`src/sv/tsm_pkg.sv`:
```
package tsm_pkg;

	localparam int DEG_W  = 6;
	localparam int IDX_W  = 7;
	localparam int COEF_W = 32;
	localparam int PROD_W = 64;
	localparam int FRAC_W = 16;
	localparam int ACC_W  = 71;

	typedef struct packed {
		logic signed [COEF_W-1:0] coef_u;
		logic signed [COEF_W-1:0] coef_v;
		logic                     series_start;
	} tsm_in_t;

	typedef struct packed {
		logic signed [COEF_W-1:0] coef_product;
		logic [DEG_W-1:0]         coef_index;
		logic                     is_last;
		logic                     saturated;
		logic                     past_degree;
	} tsm_out_t;

	typedef enum logic [1:0] {
		ST_IDLE,
		ST_RUN,
		ST_DRAIN,
		ST_DONE
	} tsm_state_t;

	typedef struct packed {
		logic accept;
		logic issue;
		logic load_out;
	} tsm_cmd_t;

	typedef struct packed {
		logic past;
		logic issue_last;
		logic pipe_empty;
		logic out_free;
	} tsm_sts_t;

endpackage

```
`src/sv/tsm_ctrl.sv`:
```
module tsm_ctrl (
	input  logic              clk,
	input  logic              arst_n,
	input  logic              in_valid,
	output logic              in_ready,
	input  tsm_pkg::tsm_sts_t sts,
	output tsm_pkg::tsm_cmd_t cmd
);
	import tsm_pkg::*;

	tsm_state_t state_q;
	tsm_state_t state_nxt;

	always_ff @(posedge clk or negedge arst_n) begin
		if (!arst_n) begin
			state_q <= ST_IDLE;
		end else begin
			state_q <= state_nxt;
		end
	end

	always_comb begin
		state_nxt = state_q;
		case (state_q)
			ST_IDLE: begin
				if (in_valid) begin
					state_nxt = sts.past ? ST_DONE : ST_RUN;
				end
			end
			ST_RUN: begin
				if (sts.issue_last) begin
					state_nxt = ST_DRAIN;
				end
			end
			ST_DRAIN: begin
				if (sts.pipe_empty) begin
					state_nxt = ST_DONE;
				end
			end
			ST_DONE: begin
				if (sts.out_free) begin
					state_nxt = ST_IDLE;
				end
			end
			default: begin
				state_nxt = ST_IDLE;
			end
		endcase
	end

	always_comb begin
		in_ready     = 1'b0;
		cmd.accept   = 1'b0;
		cmd.issue    = 1'b0;
		cmd.load_out = 1'b0;
		case (state_q)
			ST_IDLE: begin
				in_ready   = 1'b1;
				cmd.accept = in_valid;
			end
			ST_RUN: begin
				cmd.issue = 1'b1;
			end
			ST_DRAIN: begin
			end
			ST_DONE: begin
				cmd.load_out = sts.out_free;
			end
			default: begin
			end
		endcase
	end

endmodule

```
`config.mk`:
```
export PLATFORM = sky130hd
export DESIGN_NAME = tsm_ctrl
export DESIGN_NICKNAME = d
export VERILOG_FILES = /design/src/sv/tsm_pkg.sv /design/src/sv/tsm_ctrl.sv
export SDC_FILE = /design/constraint.sdc
export NUM_CORES = 1
export LEC_CHECK = 0
export ABC_AREA = 1
export BUFFER_PORTS_ARGS = -buffer_cell sky130_fd_sc_hd__buf_4
export CAP_MARGIN = 20
export CORE_AREA = 2 2 39 41
export DETAILED_ROUTE_END_ITERATION = 10
export DIE_AREA = 0 0 41 43
export HOLD_SLACK_MARGIN = 0.1
export SLEW_MARGIN = 20
export SYNTH_ARGS = -nofsm -noshare
export SYNTH_HDL_FRONTEND = slang
export SYNTH_SLANG_ARGS = --single-unit
export TNS_END_PERCENT = 100
```
`constraint.sdc`:
```
create_clock -name clk -period 2.1 [get_ports clk]
set_input_delay 0.315 -clock clk [delete_from_list [all_inputs] [get_ports clk]]
set_output_delay 0.315 -clock clk [all_outputs]
set_load 0.01 [all_outputs]
```
==> key figures <==
Clock tree
  • Sink Count: 2
  • TritonCTS clock tree: built
  • Register clock-pin slew on the reported worst setup and hold paths: 0.03 ns
  • Worst skew pair latency: 0.22 ns
  • CTS root buf: clkbuf_4
  • Clock buffer depth: 2
  • H-tree depth: 1
  • CTS Buf Count: 3

Timing
  • Setup TNS: 0 ns
  • Final Critical Period: 1.504 ns
  • Period utilization: 0.7161
  • Measured slew at the worst slew-check pin: 0.1832 ns
  • Clock skew after layout: 0.001945 ns
  • Worst relative slew slack: 0.8779
  • RSZ-0062 raised after global routing: no
  • Final Max Tran Viols: 0
  • Final setup fails: 0
  • Fin. Hold Viols: 0
  • Fmax: 0.6650 GHz

Layout
  • Area delta synth->final: 58.62%
  • Top Registers: state_q x2
  • Layout net count: 60
  • Most frequent cells in the layout: nand2_1, buf_4, inv_1, ha_1
  • Biggest register: state_q
  • Layout cell share with drive strength beyond 1: 0.3617
  • Number of flip-flops in the largest register: 2
  • Antenna cells: 0

GRT
  • First-pass GRT wire length: 600 µm
  • Initial antenna violation count: 0
  • Pin count of the biggest net entering global routing: 7
  • Vias in the first global route: 183
  • Gr ovfl total: 0
  • All-Layer GR Usage: 0.06018

Floorplan
  • Die Y: 43 µm
  • Top Ports: 11
  • Starting Density: 0.1573
  • Core footprint: 1384 µm²
  • Die footprint: 1763 µm²
  • Die Width: 41 µm
  • Core Rows: 14

Synth
  • Synth Register Bits: 2
  • Post-synth cell types: 8
  • Main combinational cell family by area after synthesis: simple AND/OR/NAND/NOR gates
  • Avg Inst Size Synth: 6.597 µm²
  • Post-Syn Instances: 33
  • Synthesized Nets: 44
  • Mux cell area share after synthesis: 0
  • Synth Area in Compound Gates: 0.06897
  • Seq/Total Area, Yosys: 0.2299
  • YS warnings: 0
  • Simple-Gate Fraction of Synth Area: 0.3161
  • Post-synthesis adder-cell area fraction: 0.2299
  • Xor and xnor fraction of the mapped netlist area: 0
  • Post-Syn Area: 217.7 µm²

Drt
  • Post-detailed-route count of antenna-violating nets: 0
  • Initial DRC Count: 0
  • Detailed-route via count: 229
  • DRC Markers: 0
  • Drt first pass iters: 1
  • Vias per cell: 3.635
  • WL/cell: 6.730 µm
  • Final WL: 424 µm

Place
  • Final RePlAce weighted congestion: 0.6784
  • Dpl hpwl: 347.3 µm
  • Quantity of I/O buffers inserted on ports: 10

Critical path
  • Worst Setup Start Kind: flip-flop
  • Slowest cell on crit path: dfrtp_1
  • CP most frequent cell: inv_1
  • Number of buffers and inverters on the critical path: 3
  • Crit Path Max Fanout: 6
  • Crit path arrival time: 1.19 ns
  • R2R depth: 6
  • WP data required: 1.78 ns
  • Setup Crit Path Kind: flip-flop to output pin
  • Crit path largest cell delay: 0.40 ns
  • Cell breakdown of the critical path: inv_1 > ha_1 > nand2_1 > inv_1 > buf_4
  • Worst path top cell family by delay: flip-flops
  • CP Capture Type: output pin
  • Critical path depth: 5

Pwr
  • PnR Total Power: 0.4251 mW
  • Peak VDD IR: 312.1 µV
  • Leak Pwr: 0.2191 nW
  • Power Dens Cells: 1231 nW/µm²

Hold path
  • Worst Hold Class: input pin to asynchronous set/reset pin

Run
  • Number of max-cap violations: 0

Run status
  • Status: completed
## worst register-to-register path, cell delays in order, from the launching register on
cell and delay [ns]:
dfrtp_1 0.38, inv_1 0.08, ha_1 0.26, nand2_1 0.10, nand2_2 0.06, o21ai_0 0.16
nand2_1 0.07
## routing by layer
layer / global-route usage / part of all wire / up-vias
met5: 0 / 0 / -
met4: 0.08000 / 0.040 / 0
met3: 0.04712 / 0.11 / 2
met2: 0.07813 / 0.47 / 9
met1: 0.04487 / 0.38 / 96
li1: - / - / 122
## final timing paths
| kind | from | end | slack [ns] |
|---|---|---|---|
| max reg2reg | state_q[0] | state_q[1] | 0.87 |
| max in group asynchronous | arst_n | state_q[1] | 1.60 |
| min in group clk | sts[3] | state_q[1] | 0.41 |
| min | arst_n | state_q[0] | 0.41 |
| max | state_q[0] | cmd[2] | 0.60 |
| min reg2reg | state_q[1] | state_q[1] | 0.57 |
## cells by family (layout without fill, tap and decap cells)
group	Yosys count	after routing
adders and majority gates	4	4
AOI/OAI and AO/OA	3	3
and+or+nand+nor	15	15
DFF	2	2
buffers and inverters	9	23
## power by group
| group | leakage [nW] | switching [mW] | internal [mW] | total, mW |
|---|---|---|---|---|
| clock | 0.0138 | 0.0209 | 0.0629 | 0.0838 |
| sequential | 0.0244 | 0.0197 | 0.0603 | 0.0800 |
| combinational | 0.181 | 0.139 | 0.122 | 0.261 |
## area by class of cell
class                           count  area [µm²]
Sequential cell                     2       50.05
Clock buffer                        3       22.52
Fill cell                         153        1039
Multi-Input combinational cell     22       133.9
Tap cell                           16       20.02
Inverter                            9       33.78
Timing Repair Buffer               11       85.08
## Yosys cell counts
cell | instances | area, µm²
or2_1 | 1 | 6.260
nor2_2 | 1 | 6.260
o21ai_0 | 3 | 15.01
inv_1 | 9 | 33.78
nand2_2 | 3 | 18.77
nand2_1 | 10 | 37.54
dfrtp_1 | 2 | 50.05
ha_1 | 4 | 50.05
## per-stage QoR
stage	setup slack, ns	instance area [µm²]	util	hold slack [ns]	std cells
after detailed placement	0.8205	312.8	0.2260	0.09896	59
final	0.5961	345.3	0.2495	0.4059	63
after global placement	0.8402	312.8	0.2260	0.09853	59
after CTS	0.5743	345.3	0.2495	0.4048	63
after global routing	0.5030	345.3	0.2495	0.4104	63
after floorplan	0.9039	217.7	-	0.01941	33
## timing repair
action,CTS,global route
buffers inserted,0,0
gates resized for setup,0,0
endpoints found under the hold margin,2,0
hold buffers,1,0
Power figures use the tool's default switching activity.
